### src/design/krkd_pkg.sv
`timescale 1ns / 1ps
// Shared types, constants and helpers for the keyboard report key event differ.
// No dependencies; used by krkd_lane, krkd_merge and the top level.
package krkd_pkg;

    localparam int CODE_W         = 8;
    localparam int INPUT_SLOTS    = 6;
    localparam int KEY_SLOTS_DEF  = 6;
    localparam int TDATA_IN_W     = INPUT_SLOTS * CODE_W;

    localparam logic [CODE_W-1:0] CODE_EMPTY = 8'h00;
    localparam logic [CODE_W-1:0] CODE_NONE  = 8'hFF;

    // Per-slot findings of one lane.
    typedef struct packed {
        logic down;  // current slot code is new
        logic up;    // previous slot code disappeared
    } t_lane_flags;

    // Codes 0 and 255 never give an event.
    function automatic logic reportable(input logic [CODE_W-1:0] code);
        reportable = (code != CODE_EMPTY) && (code != CODE_NONE);
    endfunction

endpackage

### src/design/keyboard_report_key_event_diff.sv
`timescale 1ns / 1ps
// Top level of the keyboard report key event differ: stores the last report,
// runs one comparison lane per slot and merges the events. Depends on
// krkd_pkg, krkd_lane and krkd_merge.
//
// Usage:
//   Input channel (s_*): one request carries a report of six 8-bit key codes;
//   only the first KEY_SLOTS slots (at most six) are compared and remembered.
//   Output channel (m_*): one request per key event. m_tdata is the code,
//   m_tuser is 1 for key-down and 0 for key-up, m_tlast marks the final event
//   of a report. A report that changes nothing gives no request at all.
//   Order per slot i: down event of new slot i first, then up event of old
//   slot i. Codes 0 and 255 never give an event.
// Timing:
//   A report loads its pending events into the merge stage when accepted, and
//   its first event then moves into the output register.
//   Events leave at one per cycle while the output is not stalled; a report
//   gives up to 12 events, and the next report is accepted in the cycle its
//   last event moves into the output register. A report without events does
//   not hold the merge stage; the event count, not the comparison, sets the rate.
// Reset and stall:
//   Reset clears the stored report to all zero and drops pending events.
//   When m_tready is low the output register holds its event, the pending
//   events wait with it, and s_tready stays low while events are pending.
module keyboard_report_key_event_diff #(
    parameter int KEY_SLOTS = krkd_pkg::KEY_SLOTS_DEF
) (
    input  logic                              i_clk,
    input  logic                              i_rst_n,
    input  logic                              s_tvalid,
    output logic                              s_tready,
    input  logic [krkd_pkg::TDATA_IN_W-1:0]   s_tdata,   // slot0_code .. slot5_code, 8 bits each
    output logic                              m_tvalid,
    input  logic                              m_tready,
    output logic [krkd_pkg::CODE_W-1:0]       m_tdata,   // event_code[7:0]
    output logic                              m_tuser,   // is_press
    output logic                              m_tlast    // last_event
);

    // Slots that take part in the comparison.
    localparam int ACTIVE = (KEY_SLOTS > krkd_pkg::INPUT_SLOTS) ?
                            krkd_pkg::INPUT_SLOTS : KEY_SLOTS;

    logic [ACTIVE-1:0][krkd_pkg::CODE_W-1:0] cur_codes;
    logic [ACTIVE-1:0][krkd_pkg::CODE_W-1:0] r_prev;
    krkd_pkg::t_lane_flags [ACTIVE-1:0]      lane_flags;
    logic                                    merge_ready;
    logic                                    accept;

    // Unpack the active slots; the rest of the report is ignored.
    always_comb begin
        for (int i = 0; i < ACTIVE; i++) begin
            cur_codes[i] = s_tdata[i*krkd_pkg::CODE_W +: krkd_pkg::CODE_W];
        end
    end

    assign s_tready = merge_ready;
    assign accept   = s_tvalid && merge_ready;

    // Advance the stored report on every accepted request.
    always_ff @(posedge i_clk) begin
        if (!i_rst_n) begin
            r_prev <= '0;
        end else if (accept) begin
            r_prev <= cur_codes;
        end
    end

    for (genvar g = 0; g < ACTIVE; g++) begin : g_lane
        krkd_lane #(
            .SLOTS (ACTIVE)
        ) u_lane (
            .i_cur_code  (cur_codes[g]),
            .i_prev_code (r_prev[g]),
            .i_cur_all   (cur_codes),
            .i_prev_all  (r_prev),
            .o_flags     (lane_flags[g])
        );
    end

    krkd_merge #(
        .LANES (ACTIVE)
    ) u_merge (
        .i_clk        (i_clk),
        .i_rst_n      (i_rst_n),
        .i_load       (accept),
        .i_flags      (lane_flags),
        .i_cur_codes  (cur_codes),
        .i_prev_codes (r_prev),
        .o_ready      (merge_ready),
        .o_tvalid     (m_tvalid),
        .i_tready     (m_tready),
        .o_tdata      (m_tdata),
        .o_tuser      (m_tuser),
        .o_tlast      (m_tlast)
    );

endmodule

### src/design/krkd_lane.sv
`timescale 1ns / 1ps
// One comparison lane: judges current and previous code of a single slot.
// Depends on krkd_pkg.
module krkd_lane #(
    parameter int SLOTS = krkd_pkg::KEY_SLOTS_DEF
) (
    input  logic [krkd_pkg::CODE_W-1:0]            i_cur_code,
    input  logic [krkd_pkg::CODE_W-1:0]            i_prev_code,
    input  logic [SLOTS-1:0][krkd_pkg::CODE_W-1:0] i_cur_all,
    input  logic [SLOTS-1:0][krkd_pkg::CODE_W-1:0] i_prev_all,
    output krkd_pkg::t_lane_flags                  o_flags
);

    logic cur_seen;
    logic prev_seen;

    always_comb begin
        cur_seen  = 1'b0;
        prev_seen = 1'b0;
        for (int j = 0; j < SLOTS; j++) begin
            if (i_prev_all[j] == i_cur_code) begin
                cur_seen = 1'b1;
            end
            if (i_cur_all[j] == i_prev_code) begin
                prev_seen = 1'b1;
            end
        end
        o_flags.down = krkd_pkg::reportable(i_cur_code) && !cur_seen;
        o_flags.up   = krkd_pkg::reportable(i_prev_code) && !prev_seen;
    end

endmodule

### src/design/krkd_merge.sv
`timescale 1ns / 1ps
// Merge stage (depends on krkd_pkg): holds the pending events of one report
// and sends one per cycle when not stalled, in slot order, via a register.
module krkd_merge #(
    parameter int LANES = krkd_pkg::KEY_SLOTS_DEF
) (
    input  logic                                   i_clk,
    input  logic                                   i_rst_n,
    input  logic                                   i_load,
    input  krkd_pkg::t_lane_flags [LANES-1:0]      i_flags,
    input  logic [LANES-1:0][krkd_pkg::CODE_W-1:0] i_cur_codes,
    input  logic [LANES-1:0][krkd_pkg::CODE_W-1:0] i_prev_codes,
    output logic                                   o_ready,
    output logic                                   o_tvalid,
    input  logic                                   i_tready,
    output logic [krkd_pkg::CODE_W-1:0]            o_tdata,
    output logic                                   o_tuser,
    output logic                                   o_tlast
);

    localparam int EVENTS = 2 * LANES;

    logic [EVENTS-1:0]                      r_mask;
    logic [EVENTS-1:0]                      n_mask;
    logic [EVENTS-1:0][krkd_pkg::CODE_W-1:0] r_codes;
    logic [EVENTS-1:0]                      load_mask;
    logic [EVENTS-1:0]                      pick;
    logic [EVENTS-1:0]                      rest;
    logic [krkd_pkg::CODE_W-1:0]            pick_code;
    logic                                   pick_press;
    logic                                   out_free;
    logic                                   emit;

    logic                                   r_out_valid;
    logic [krkd_pkg::CODE_W-1:0]            r_out_code;
    logic                                   r_out_press;
    logic                                   r_out_last;

    // Even bit 2i: down event of slot i; odd bit 2i+1: up event of slot i.
    always_comb begin
        for (int i = 0; i < LANES; i++) begin
            load_mask[2*i]   = i_flags[i].down;
            load_mask[2*i+1] = i_flags[i].up;
        end
    end

    assign pick     = r_mask & (~r_mask + {{(EVENTS-1){1'b0}}, 1'b1});
    assign rest     = r_mask & ~pick;
    assign out_free = !r_out_valid || i_tready;
    assign emit     = (r_mask != '0) && out_free;
    assign o_ready  = (r_mask == '0) || (emit && (rest == '0));

    always_comb begin
        pick_code  = '0;
        pick_press = 1'b0;
        for (int k = 0; k < EVENTS; k++) begin
            pick_code = pick_code | ({krkd_pkg::CODE_W{pick[k]}} & r_codes[k]);
            if ((k % 2) == 0) begin
                pick_press = pick_press | pick[k];
            end
        end
    end

    always_comb begin
        if (i_load) begin
            n_mask = load_mask;
        end else if (emit) begin
            n_mask = rest;
        end else begin
            n_mask = r_mask;
        end
    end

    always_ff @(posedge i_clk) begin
        if (!i_rst_n) begin
            r_mask      <= '0;
            r_out_valid <= 1'b0;
        end else begin
            r_mask <= n_mask;
            if (out_free) begin
                r_out_valid <= emit;
            end
        end
    end

    always_ff @(posedge i_clk) begin
        if (i_load) begin
            for (int i = 0; i < LANES; i++) begin
                r_codes[2*i]   <= i_cur_codes[i];
                r_codes[2*i+1] <= i_prev_codes[i];
            end
        end
        if (emit) begin
            r_out_code  <= pick_code;
            r_out_press <= pick_press;
            r_out_last  <= (rest == '0);
        end
    end

    assign o_tvalid = r_out_valid;
    assign o_tdata  = r_out_code;
    assign o_tuser  = r_out_press;
    assign o_tlast  = r_out_last;

    // A new report only lands when the previous one is fully drained.
    a_load_when_drained: assert property (@(posedge i_clk) disable iff (!i_rst_n)
        i_load |-> ((r_mask == '0) || (emit && (rest == '0))))
        else $error("report loaded over pending events");

    // Without a load, pending events can only be removed, never added.
    a_mask_shrinks: assert property (@(posedge i_clk) disable iff (!i_rst_n)
        !i_load |=> ((r_mask & ~$past(r_mask)) == '0))
        else $error("pending event appeared without a load");

    // The selected event is always a single one.
    a_pick_onehot: assert property (@(posedge i_clk) disable iff (!i_rst_n)
        emit |-> $onehot(pick))
        else $error("event pick is not one-hot");

    // Never present code 0 or 255 as an event.
    a_code_reportable: assert property (@(posedge i_clk) disable iff (!i_rst_n)
        r_out_valid |-> (r_out_code != krkd_pkg::CODE_EMPTY &&
                         r_out_code != krkd_pkg::CODE_NONE))
        else $error("unreportable code on output");

endmodule
### config.mk
export PLATFORM = sky130hd
export DESIGN_NAME = keyboard_report_key_event_diff
export DESIGN_NICKNAME = d
export VERILOG_FILES = /design/src/design/krkd_pkg.sv /design/src/design/keyboard_report_key_event_diff.sv /design/src/design/krkd_lane.sv /design/src/design/krkd_merge.sv
export SDC_FILE = /design/constraint.sdc
export NUM_CORES = 1
export LEC_CHECK = 0
export BUFFER_PORTS_ARGS = -buffer_cell sky130_fd_sc_hd__buf_2
export CORE_AREA = 2 2 143 145
export CTS_CLUSTER_DIAMETER = 40
export DETAILED_ROUTE_END_ITERATION = 6
export DIE_AREA = 0 0 145 147
export PLACE_DENSITY = 0.72
export SYNTH_ARGS = -nofsm -noshare
export SYNTH_HDL_FRONTEND = slang
export SYNTH_SLANG_ARGS = --single-unit
### constraint.sdc
create_clock -name i_clk -period 9.6 [get_ports i_clk]
set_input_delay 0.96 -clock i_clk [delete_from_list [all_inputs] [get_ports i_clk]]
set_output_delay 0.96 -clock i_clk [all_outputs]
set_load 0.01 [all_outputs]
==> qor.csv, run 1 <==
stage,metric,value,unit
timing,fin_crit_sh,0.469,
timing,fmax,222,MHz
timing,final_max_slew_viol_count,0,
global_route,grt_max_degree,80,
logic_synthesis,yosysWarningCount,0,
placed_design,place_ws,5.13,ns
finish,drive_gt1_frac,0.100,
cts,cts_resized,0,
worst_setup_path,start_kind,flip-flop,
timing,final_hold_viol_count,0,
placed_design,numPortBuffers,63,
logic_synthesis,syn_inst,1097,
cts,cts-root-buf,clkbuf_16,
placed_design,placedCellCount,1303,
timing,setup_violations,0,
floorplanning,start_util,0.536,
cts,numCtsBuffers,17,
worst_setup_path,cp_cell_sequence,or4_4 -> nor3_2 -> a211o_2 -> a32o_4 -> buf_4,
floorplanning,row_count,52,
finish,areaGrowthSynthToFinish,7.15,%
timing,period_needed,4.50,ns
global_route,grt_usage,0.311,
logic_synthesis,synth_flop_cell,edfxtp_1,
global_route,grt_pass1_vias,8124,
finish,finalNonFillerCells,1335,
timing,final.setup_skew,0.0140,ns
logic_synthesis,synth_fp_nets,1149,
worst_setup_path,rr_worst_depth,5,
worst_setup_path,rrSetupSlack,5.10,ns
logic_synthesis,synth_edf_count,106,
worst_setup_path,cp-end-kind,flip-flop,
timing,setup_tns,0,ns
global_route,grt_overflow,0,
cts,ctsHoldBuffers,0,
placed_design,hpwlAfterDp,22100,um
power,max-vdd-ir-drop,327,uV
power,p_int,2.37,mW
floorplanning,dieArea,21300,um^2
worst_setup_path,worstReg2RegEnd,u_merge.r_codes[18],
finish,layout.nets,1104,
logic_synthesis,ys_ff_latch,167,
worst_setup_path,worst-path-buf-inv,1,
drt,drc,0,
power,powerDensity,358,nW/um^2
power,power_frac_clock,0.174,
global_route,grt_pass1_wl,49800,um
hold_path,hp-start,u_merge.r_mask[3],
floorplanning,design.core.area,19800,um^2
logic_synthesis,postSynth.asyncResetShare,0,
cts,cts_buffer_depth,2,
timing,worstMarginPinSlew,1.14,ns
job,drv_cap,0,
timing,fin_ws,5.10,ns
floorplanning,fp.dieW,145,um
worst_setup_path,r2r-start,u_merge.r_mask[0],
power,combPwrFrac,0.405,
drt,drt_first_iter_violations,1074,
drt,vias,8644,
status,status,"complete, no violations",
worst_setup_path,critical_path.top_delay_family,simple AND/OR/NAND/NOR gates,
cts,h-tree-depth,4,
worst_setup_path,max_stage_delay,0.97,ns
power,swShare,0.419,
global_route,antenna_found_initial,3,
drt,wirelength,33300,um
logic_synthesis,syn_avg_cell_area,9.69,um^2
drt,via_per_inst,6.47,
hold_path,hp-class,flip-flop to flip-flop,
finish,n_antenna_cell,0,
cts,clock_sinks,167,
cts,clkLatencyLatePin,0.44,ns
worst_setup_path,path_depth,5,
drt,antenna_left,0,
logic_synthesis,syn_area,10600,um^2
worst_setup_path,crit_slowest_cell,a32o_4,
cts,postCtsSetupBuffers,0,
worst_setup_path,required,9.65,ns
logic_synthesis,synth-seq-area-share,0.414,
worst_setup_path,crit_type,flip-flop to flip-flop,
floorplanning,io_pins,64,
finish,nFillCells,1661,
timing,whs,0.536,ns
timing,relSlewSlack,0.238,
power,p_sw,1.71,mW
power,p_seq_frac,0.421,
hold_path,hold_depth,2,
drt,drt-pass1-iter-count,5,
worst_setup_path,critPathMaxFanout,79,
power,leakagePower,3.71,nW
cts,clkTransAtPathRegs,0.06,ns
timing,rsz0062_at_grt,no,
placed_design,finalWeightedCongestion,0.940,
floorplanning,die_h,147,um
worst_setup_path,cp.arrival,4.55,ns
logic_synthesis,synth_cell_type_count,53,
hold_path,hold_end,u_merge.r_mask[3],
cts,cts_tree,done,
drt,wl_per_cell,24.9,um
[power groups by stage]
stage | clock, mW | combinational (mW) | sequential, mW
floorplan | 0 | 1.54 | 1.35
global placement | 0 | 1.60 | 1.70
detailed placement | 0 | 1.63 | 1.71
CTS | 0.711 | 1.64 | 1.69
global route | 0.739 | 1.79 | 1.74
finish | 0.711 | 1.66 | 1.72
[worst register-to-register path, cell delays in order, from the launching register on]
cell,delay (ns)
dfxtp_1,0.54
or4_4,0.76
nor3_2,0.64
a211o_2,0.28
a32o_4,0.97
buf_4,0.90
[cells in the final DEF (no fill, tap or decap), types with 3 or more instances in the layout]
master and instances:
nor3_1 12, a22oi_1 8, o211ai_1 8, edfxtp_1 106, a22o_1 7, dfxtp_1 61, buf_2 62, a221o_1 7
a21oi_1 18, and3_1 4, nor4_1 43, o31ai_1 6, xnor2_1 224, nand3_1 4, mux2i_1 49, or4_1 4
clkbuf_16 20, a211oi_1 5, nor2b_1 10, o21ai_1 3, nand4_1 85, or3_1 6, nand2_1 117, a2111oi_0 3
xor2_1 64, inv_1 3, buf_4 6, nor2_1 41, a21boi_0 3, o21ai_0 25, a221oi_1 16
[routing by layer]
metal,track usage,routed length (um)
met1,0.407,13100
met3,0.0671,3620
met5,0,43
met4,0.179,1740
met2,0.479,14800
[worst max-delay path by stage]
stage                            startpoint                  end  slack (ns)
after detailed placement  u_merge.r_mask[0]  u_merge.r_codes[15]        5.13
after floorplan           u_merge.r_mask[1]             s_tready        6.47
after global routing      u_merge.r_mask[0]           r_prev[35]        4.90
after CTS                 u_merge.r_mask[0]  u_merge.r_codes[16]        5.11
after global placement    u_merge.r_mask[0]  u_merge.r_codes[12]        5.22
final                     u_merge.r_mask[0]  u_merge.r_codes[18]        5.10
[state kept, by name (all words and copies together), names as in the netlist]
signal	flops
u_merge.r_codes	96
r_prev	48
u_merge.o_tdata	8
u_merge.o_tvalid	1
u_merge.r_mask	12
u_merge.o_tlast	1
u_merge.o_tuser	1
[cell type report]
type	count	area, um^2	area share
clock buffer	24	536	0.0470
clock inverter	8	81.3	0.00714
inverter	3	11.3	0.000988
multi-input combinational	795	5670	0.498
sequential	167	4400	0.387
tap	270	338	0.0296
timing repair buffer	68	355	0.0312
[through the flow]
stage,util,instance area (um^2),power (mW)
finish,0.574,11400,4.08
global route,0.574,11400,4.27
CTS,0.574,11400,4.04
detailed placement,0.543,10800,3.34
global placement,0.543,10800,3.29
floorplan,-,10600,2.89
[cell usage after synthesis, types with 4 or more instances]
master	n	area (um^2)
a211oi_1	5	37.5
or3_1	6	37.5
clkbuf_1	99	372
buf_1	23	86.3
a221oi_1	16	140
and3_1	4	25.0
nor4_1	43	269
nor2_1	41	154
nand3_1	4	20.0
xor2_1	64	561
or4_1	4	30.0
dfxtp_1	61	1220
o211ai_1	8	60.1
a22oi_1	8	60.1
a21oi_1	18	90.1
o21ai_0	25	125
nor3_1	12	60.1
a221o_1	7	70.1
edfxtp_1	106	3180
nor2b_1	10	62.6
o31ai_1	6	45.0
mux2i_1	49	490
a22o_1	7	61.3
nand4_1	85	532
nand2_1	117	439
xnor2_1	224	1960
buf_6	8	90.1
[cell families (layout without fill, tap and decap cells)]
| group | after synthesis | in the layout | synth area share |
|---|---|---|---|
| fa+ha+maj | 1 | 1 | 0.000941 |
| mux | 50 | 50 | 0.0475 |
| flops | 167 | 167 | 0.414 |
| simple gates | 332 | 332 | 0.160 |
| buf+inv | 135 | 103 | 0.0538 |
| compound gates | 124 | 124 | 0.0866 |
| xor+xnor | 288 | 288 | 0.237 |
Note: power is estimated with default switching activity, not from simulation.
==> inputs of run 2 (changes only) <==
--- a/config.mk
+++ b/config.mk
@@ -5,11 +5,12 @@
 export SDC_FILE = /design/constraint.sdc
 export NUM_CORES = 1
 export LEC_CHECK = 0
+export ABC_AREA = 1
 export BUFFER_PORTS_ARGS = -buffer_cell sky130_fd_sc_hd__buf_2
-export CORE_AREA = 2 2 143 145
+export CORE_AREA = 2 2 153 155
 export CTS_CLUSTER_DIAMETER = 40
 export DETAILED_ROUTE_END_ITERATION = 6
-export DIE_AREA = 0 0 145 147
+export DIE_AREA = 0 0 155 157
 export PLACE_DENSITY = 0.72
 export SYNTH_ARGS = -nofsm -noshare
 export SYNTH_HDL_FRONTEND = slang
==> constraint.sdc (replaced) <==
create_clock -name i_clk -period 4.6 [get_ports i_clk]
set_input_delay 0.46 -clock i_clk [delete_from_list [all_inputs] [get_ports i_clk]]
set_output_delay 0.46 -clock i_clk [all_outputs]
set_load 0.01 [all_outputs]
==> run 2 against run 1 <==
The flow now finishes with violations (DRC). Count of clock-buffer cells in the layout shrank 7. Final cell count grew 72%. Clock skew shrank 0.00081 ns. Die area grew 14%. Synthesized area grew 15%. Sequential power grew 73%. Sequential cell count is the same. First-iteration DRC count grew 130%. Sequential share of layout area shrank 5.0 points. Utilization grew 0.75 points. Setup slack lost 3.8 ns. Hold slack lost 0.19 ns. Critical path type is now flip-flop to output pin. Largest power group is now combinational cells.
==> qor.csv, run 2 <==
stage,metric,value,unit,change
status,status,"complete, but fails checks",,
status,violations,DRC,,
cts,cts-root-buf,clkbuf_16,,
finish,layout_commonest_cell,nand2_1,,
timing,final_max_slew_viol_count,0,,unchanged
logic_synthesis,synth_cell_type_count,30,,-43%
power,p_int,4.08,mW,+72%
drt,antenna_left,0,,unchanged
global_route,grt_pass1_vias,12100,,+48%
logic_synthesis,synth_common_cells,"977 x nand2_1, 259 x nor2_1, 130 x inv_1",,
finish,layout.nets,2053,,+86%
drt,wirelength,50600,um,+52%
cts,cts_resized,0,,unchanged
power,powerDensity,591,nW/um^2,+65%
floorplanning,start_util,0.543,,+0.00758
floorplanning,die_h,157,um,+6.8%
floorplanning,design.core.area,22500,um^2,+13%
worst_setup_path,cp-end-kind,output pin,,
cts,cts_buffer_depth,2,,unchanged
finish,layout_common_cells,"977 x nand2_1, 259 x nor2_1, 130 x inv_1",,
timing,relSlewSlack,0.296,,+0.0572
worst_setup_path,crit_type,flip-flop to output pin,,
finish,fin_util,0.582,,+0.00750
timing,fin_ws,1.34,ns,-3.76 ns
drt,via_per_inst,6.00,,-7.3%
logic_synthesis,synth-seq-area-share,0.360,,-0.0540
power,max-vdd-ir-drop,275,uV,-16%
worst_setup_path,critical_path.top_delay_family,simple AND/OR/NAND/NOR gates,,
cts,h-tree-depth,4,,unchanged
worst_setup_path,critPathMaxFanout,27,,-66%
global_route,grt_max_degree,62,,-23%
drt,drt_first_iter_violations,2489,,+130%
logic_synthesis,postSynth.asyncResetShare,0,,unchanged
logic_synthesis,yosysTopAreaCell,nand2_1,,
logic_synthesis,syn_avg_cell_area,6.01,um^2,-38%
floorplanning,io_pins,64,,unchanged
logic_synthesis,syn_area,12200,um^2,+15%
logic_synthesis,yosysMostFrequentCell,nand2_1,,
cts,postCtsSetupBuffers,0,,unchanged
global_route,grt_usage,0.418,,+0.107
finish,reg_top3,"u_merge.r_codes x96, r_prev x48, u_merge.r_mask x12",,
floorplanning,dieArea,24300,um^2,+14%
cts,clkTransAtPathRegs,0.08,ns,+0.02 ns
logic_synthesis,synth_top_area_frac,0.300,,+0.000548
logic_synthesis,synth_edf_count,106,,unchanged
worst_setup_path,crit_slowest_cell,dfxtp_1,,
logic_synthesis,synth_fp_nets,2087,,+82%
hold_path,hold_depth,1,,-1
drt,vias,13800,,+60%
drt,drc,24,,+24
global_route,grt_overflow,0,,unchanged
worst_setup_path,required,4.14,ns,-5.51 ns
worst_setup_path,worst-path-buf-inv,1,,unchanged
timing,fmax,307,MHz,
hold_path,hp-class,input pin to flip-flop,,
cts,clkLatencyLatePin,0.45,ns,about the same
cts,numCtsBuffers,17,,unchanged
timing,period_needed,3.26,ns,
floorplanning,row_count,55,,+5.8%
worst_setup_path,cp.arrival,2.80,ns,-1.75 ns
worst_setup_path,cp_cell_sequence,nor2_4 -> nand2_1 -> nor2_1 -> nand2_1 -> nand2_1 -> nand2_1 -> nor2_1 -> nand3_2 -> nand2_4 -> buf_2,,
finish,largest_reg_flops,96,,unchanged
finish,areaGrowthSynthToFinish,7.04,%,
drt,wl_met1,19500,um,+48%
cts,clock_sinks,167,,unchanged
placed_design,numPortBuffers,63,,unchanged
power,p_seq_frac,0.384,,-0.037
job,drv_cap,0,,unchanged
timing,worstMarginPinSlew,1.05,ns,-0.0897 ns
drt,topRoutingLayerUsed,met4,,
logic_synthesis,ys_ff_latch,167,,unchanged
power,p_sw,3.66,mW,+110%
finish,nFillCells,2202,,+33%
floorplanning,fp.dieW,155,um,+6.9%
drt,dr_wl_met3,6810,um,+88%
global_route,antenna_found_initial,0,,-3
power,combPwrFrac,0.418,,+0.013
finish,finalNonFillerCells,2299,,+72%
cts,cts_tree,done,,
finish,drive_gt1_frac,0.0591,,-0.0414
logic_synthesis,yosysWarningCount,0,,unchanged
placed_design,place_ws,1.71,ns,-3.42 ns
finish,n_antenna_cell,0,,unchanged
worst_setup_path,critPathMostFrequentCell,nand2_1,,
timing,fin_crit_sh,0.708,,
logic_synthesis,syn_inst,2035,,+86%
logic_synthesis,synth_flop_cell,edfxtp_1,,
timing,setup_violations,0,,unchanged
timing,setup_tns,0,ns,unchanged
placed_design,finalWeightedCongestion,1.14,,+21%
worst_setup_path,max_stage_delay,0.50,ns,-0.47 ns
global_route,grt_pass1_wl,74600,um,+50%
cts,ctsHoldBuffers,0,,unchanged
drt,wl_per_cell,22.0,um,-12%
placed_design,placedCellCount,2267,,+74%
power,leakagePower,6.19,nW,+67%
timing,final_hold_viol_count,0,,unchanged
timing,rsz0062_at_grt,no,,
drt,met2_length,20900,um,+42%
worst_setup_path,path_depth,10,,+5
power,power_frac_clock,0.198,,+0.024
logic_synthesis,synthTopCellsByArea,"nand2_1 30%, edfxtp_1 26%, dfxtp_1 10%, nor2_1 7.9%, nand3_1 4.1%",,
finish,largest-register,u_merge.r_codes,,
placed_design,hpwlAfterDp,37200,um,+68%
worst_setup_path,rr_worst_depth,13,,+8
worst_setup_path,start_kind,flip-flop,,
timing,final.setup_skew,0.0132,ns,-0.000805 ns
drt,drt-pass1-iter-count,7,,+2
power,swShare,0.473,,+0.0543
==> run 2: path summary, 6_finish.rpt <==
kind | from | endpoint | slack [ns]
max reg2reg | u_merge.r_mask[0] | r_prev[45] | 1.61
min reg2reg | u_merge.r_codes[66] | u_merge.o_tdata[2] | 0.54
max | u_merge.r_mask[0] | s_tready | 1.34
min | s_tdata[15] | u_merge.r_codes[23] | 0.35
==> run 2: final cells by class <==
class,count,area (um^2),area share
Multi-Input combinational cell,1604,6810,0.520
Sequential cell,167,4400,0.336
Inverter,142,533,0.0407
Clock buffer,17,425,0.0325
Timing Repair Buffer,69,363,0.0277
Tap cell,285,357,0.0272
Clock inverter,15,195,0.0149
==> run 2: metrics by stage <==
step / hold slack [ns] / power, mW / area [um^2]
4_1_cts: 0.332 / 7.59 / 13100
3_5_place_dp: 0.532 / 6.08 / 12500
5_1_grt: 0.340 / 8.14 / 13100
2_1_floorplan: 0.406 / 5.09 / 12200
6_report: 0.347 / 7.73 / 13100
3_3_place_gp: 0.533 / 6.03 / 12500
==> run 2: power groups by stage <==
stage / clock, mW / combinational [mW] / sequential [mW]
final: 1.53 / 3.23 / 2.97
after global routing: 1.57 / 3.56 / 3.01
after CTS: 1.53 / 3.15 / 2.92
after detailed placement: 0 / 3.14 / 2.94
after global placement: 0 / 3.09 / 2.94
after floorplan: 0 / 2.47 / 2.62
==> run 2: metal layers <==
metal,track usage,up-vias
met3,0.0942,240
met1,0.562,6099
met4,0.269,0
li1,-,6340
met5,0,-
met2,0.606,1113
==> run 2: logic make-up (layout without fill, tap and decap cells) <==
logic type	Yosys count	in the layout	share of synthesized area
compound gates	124	124	0.0531
xor+xnor	33	33	0.0236
simple gates	1447	1447	0.479
buf+inv	264	243	0.0837
flops	167	167	0.360
==> inputs of run 3 (changes only) <==
--- a/config.mk
+++ b/config.mk
@@ -5,13 +5,13 @@
 export SDC_FILE = /design/constraint.sdc
 export NUM_CORES = 1
 export LEC_CHECK = 0
-export ABC_AREA = 1
+export ABC_AREA = 0
 export BUFFER_PORTS_ARGS = -buffer_cell sky130_fd_sc_hd__buf_2
-export CORE_AREA = 2 2 153 155
+export CORE_AREA = 2 2 143 145
 export CTS_CLUSTER_DIAMETER = 40
 export DETAILED_ROUTE_END_ITERATION = 6
-export DIE_AREA = 0 0 155 157
-export PLACE_DENSITY = 0.72
+export DIE_AREA = 0 0 145 147
+export PLACE_DENSITY = 0.75
 export SYNTH_ARGS = -nofsm -noshare
 export SYNTH_HDL_FRONTEND = slang
 export SYNTH_SLANG_ARGS = --single-unit
==> constraint.sdc (replaced) <==
create_clock -name i_clk -period 2.8 [get_ports i_clk]
set_input_delay 0.28 -clock i_clk [delete_from_list [all_inputs] [get_ports i_clk]]
set_output_delay 0.28 -clock i_clk [all_outputs]
set_load 0.01 [all_outputs]
==> run 3 against run 2 <==
The run now ends clean. Sequential share of layout area rose by 3.5 points. Count of clock-buffer cells in the layout did not move. Setup slack lost 1.3 ns. Total power is 93% higher. Global-route usage decreased by 8.9 points. Largest power group unchanged. Wire length down 31%. Utilization rose by 1.6 points.
==> qor.csv, run 3 (synthesis gave the netlist of run 1 again) <==
stage,metric,value,unit,change
finish,layout_common_cells,"224 x xnor2_1, 117 x nand2_1, 106 x edfxtp_1",,
finish,largest-register,u_merge.r_codes,,
global_route,grt_usage,0.328,,-0.0893
worst_setup_path,critPathMostFrequentCell,buf_12,,
worst_setup_path,cp_cell_sequence,or4_4 -> or3_4 -> a2111oi_4 -> a211o_2 -> buf_4 -> a32o_4 -> buf_12 -> buf_12,,
worst_setup_path,cp-end-kind,flip-flop,,
cts,cts_buffer_depth,2,,unchanged
placed_design,placedCellCount,1350,,-40%
drt,drt-pass1-iter-count,7,,unchanged
worst_setup_path,cp.arrival,2.86,ns,+0.06 ns
finish,finalNonFillerCells,1386,,-40%
drt,antenna_left,0,,unchanged
finish,nFillCells,1582,,-28%
drt,wl_met1,12900,um,-34%
finish,areaGrowthSynthToFinish,11.5,%,
cts,cts-root-buf,clkbuf_16,,
timing,whs,0.206,ns,-0.140 ns
job,drv_cap,0,,unchanged
worst_setup_path,max_stage_delay,0.57,ns,+0.07 ns
placed_design,place_ws,0.150,ns,-1.56 ns
global_route,grt_overflow,0,,unchanged
finish,layout_commonest_cell,xnor2_1,,
floorplanning,io_pins,64,,unchanged
placed_design,hpwlAfterDp,24100,um,-35%
worst_setup_path,crit_type,flip-flop to flip-flop,,
finish,largest_reg_flops,96,,unchanged
finish,n_antenna_cell,0,,unchanged
floorplanning,row_count,52,,-5.5%
cts,h-tree-depth,4,,unchanged
worst_setup_path,startpoint,u_merge.r_mask[2],,
global_route,antenna_found_initial,0,,unchanged
worst_setup_path,crit_slowest_cell,or4_4,,
floorplanning,dieArea,21300,um^2,-12%
timing,fin_ws,0.0785,ns,-1.26 ns
drt,drt_first_iter_violations,1301,,-48%
cts,cts_tree,done,,
timing,worstMarginPinSlew,0.902,ns,-0.151 ns
cts,clkTransAtPathRegs,0.07,ns,about the same
timing,final_max_slew_viol_count,0,,unchanged
timing,setup_tns,0,ns,unchanged
floorplanning,design.core.area,19800,um^2,-12%
worst_setup_path,worstReg2RegEnd,u_merge.r_codes[13],,
worst_setup_path,r2r-start,u_merge.r_mask[2],,
worst_setup_path,rr_worst_depth,8,,-5
global_route,grt_pass1_wl,53200,um,-29%
placed_design,finalWeightedCongestion,1.05,,-7.7%
global_route,grt_max_degree,51,,-18%
timing,period_needed,2.72,ns,
floorplanning,fp.dieW,145,um,-6.5%
drt,via_per_inst,6.57,,+9.5%
floorplanning,die_h,147,um,-6.4%
global_route,grt_pass1_vias,8822,,-27%
timing,fmax,367,MHz,
drt,dr_wl_met3,4240,um,-38%
timing,fin_crit_sh,0.972,,
power,max-vdd-ir-drop,808,uV,+190%
cts,clock_sinks,167,,unchanged
timing,final.setup_skew,0.0127,ns,-0.000517 ns
drt,met2_length,15800,um,-25%
worst_setup_path,required,2.94,ns,-1.20 ns
worst_setup_path,start_kind,flip-flop,,
drt,wl_per_cell,25.3,um,+15%
hold_path,hp-class,input pin to flip-flop,,
drt,wirelength,35100,um,-31%
timing,setup_violations,0,,unchanged
status,status,"complete, no violations",,
power,leakagePower,4.00,nW,-35%
finish,reg_top3,"u_merge.r_codes x96, r_prev x48, u_merge.r_mask x12",,
finish,fin_util,0.597,,+0.0157
drt,vias,9108,,-34%
power,powerDensity,1260,nW/um^2,+110%
cts,numCtsBuffers,17,,unchanged
worst_setup_path,critPathMaxFanout,22,,-19%
drt,drc,0,,-100%
drt,topRoutingLayerUsed,met4,,
worst_setup_path,crit_path_end,u_merge.r_codes[13],,
finish,drive_gt1_frac,0.147,,+0.0879
cts,clkLatencyLatePin,0.44,ns,about the same
finish,layout.nets,1155,,-44%
worst_setup_path,rrSetupSlack,0.08,ns,-1.53 ns
floorplanning,start_util,0.536,,-0.00758
timing,final_hold_viol_count,0,,unchanged
placed_design,numPortBuffers,63,,unchanged
timing,relSlewSlack,0.397,,+0.102
cts,ctsHoldBuffers,0,,unchanged
## run 3: cell count changes in the layout (fill, tap and decap cells not counted), moves of 44 or more
cell	change
xnor2_1	+212
nand2_1	-860
nor2_1	-218
a21oi_1	-66
buf_4	+44
nand3_1	-97
inv_1	-127
mux2i_1	+49
## run 3: worst max-delay path, delay by kind of cell (launching register included)
family	cells	cell delay, ns
compound gates	3	0.63
simple gates	2	0.95
buf+inv	3	0.51
flops	1	0.31
## run 3: power breakdown
group          internal [mW]  switching (mW)
combinational           3.17            4.02
sequential              4.22            1.13
clock                   1.34            1.05
total                   8.74            6.20
## run 3: worst min-delay path by stage
stage / startpoint / cells after the start / slack, ns / endpoint
after floorplan: s_tdata[0] / 0 / 0.38 / u_merge.r_codes[0]
after global placement: u_merge.r_mask[3] / 2 / 0.50 / u_merge.r_mask[3]
after detailed placement: u_merge.r_mask[3] / 2 / 0.51 / u_merge.r_mask[3]
after CTS: i_rst_n / 3 / 0.18 / r_prev[36]
after global routing: i_rst_n / 3 / 0.21 / r_prev[32]
final: i_rst_n / 3 / 0.21 / r_prev[36]
## run 3: routing by layer
layer | up-vias | track usage
li1 | 3908 | -
met1 | 4319 | 0.411
met2 | 698 | 0.521
met3 | 183 | 0.0733
met4 | 0 | 0.201
met5 | - | 0
## run 3: per-stage QoR
stage	power, mW	cell area, um^2
global placement	12.1	11200
global route	15.6	11900
CTS	14.7	11800
detailed placement	12.2	11200
finish	14.9	11900
floorplan	9.97	10700
## run 3: area by class of cell
cell class / instances / area [um^2] / area share
sequential: 167 / 4400 / 0.372
tap: 270 / 338 / 0.0285
multi-input combinational: 795 / 5690 / 0.480
inverter: 3 / 11.3 / 0.000950
clock inverter: 15 / 169 / 0.0142
clock buffer: 17 / 425 / 0.0359
timing repair buffer: 119 / 820 / 0.0691
## run 3: timing repair
| item | CTS | global route |
|---|---|---|
| pin swaps | 2 | 2 |
| buffers inserted | 3 | 1 |
| setup endpoints to repair | 1 | 14 |
| cloned | 0 | 0 |
| resized for setup | 0 | 4 |
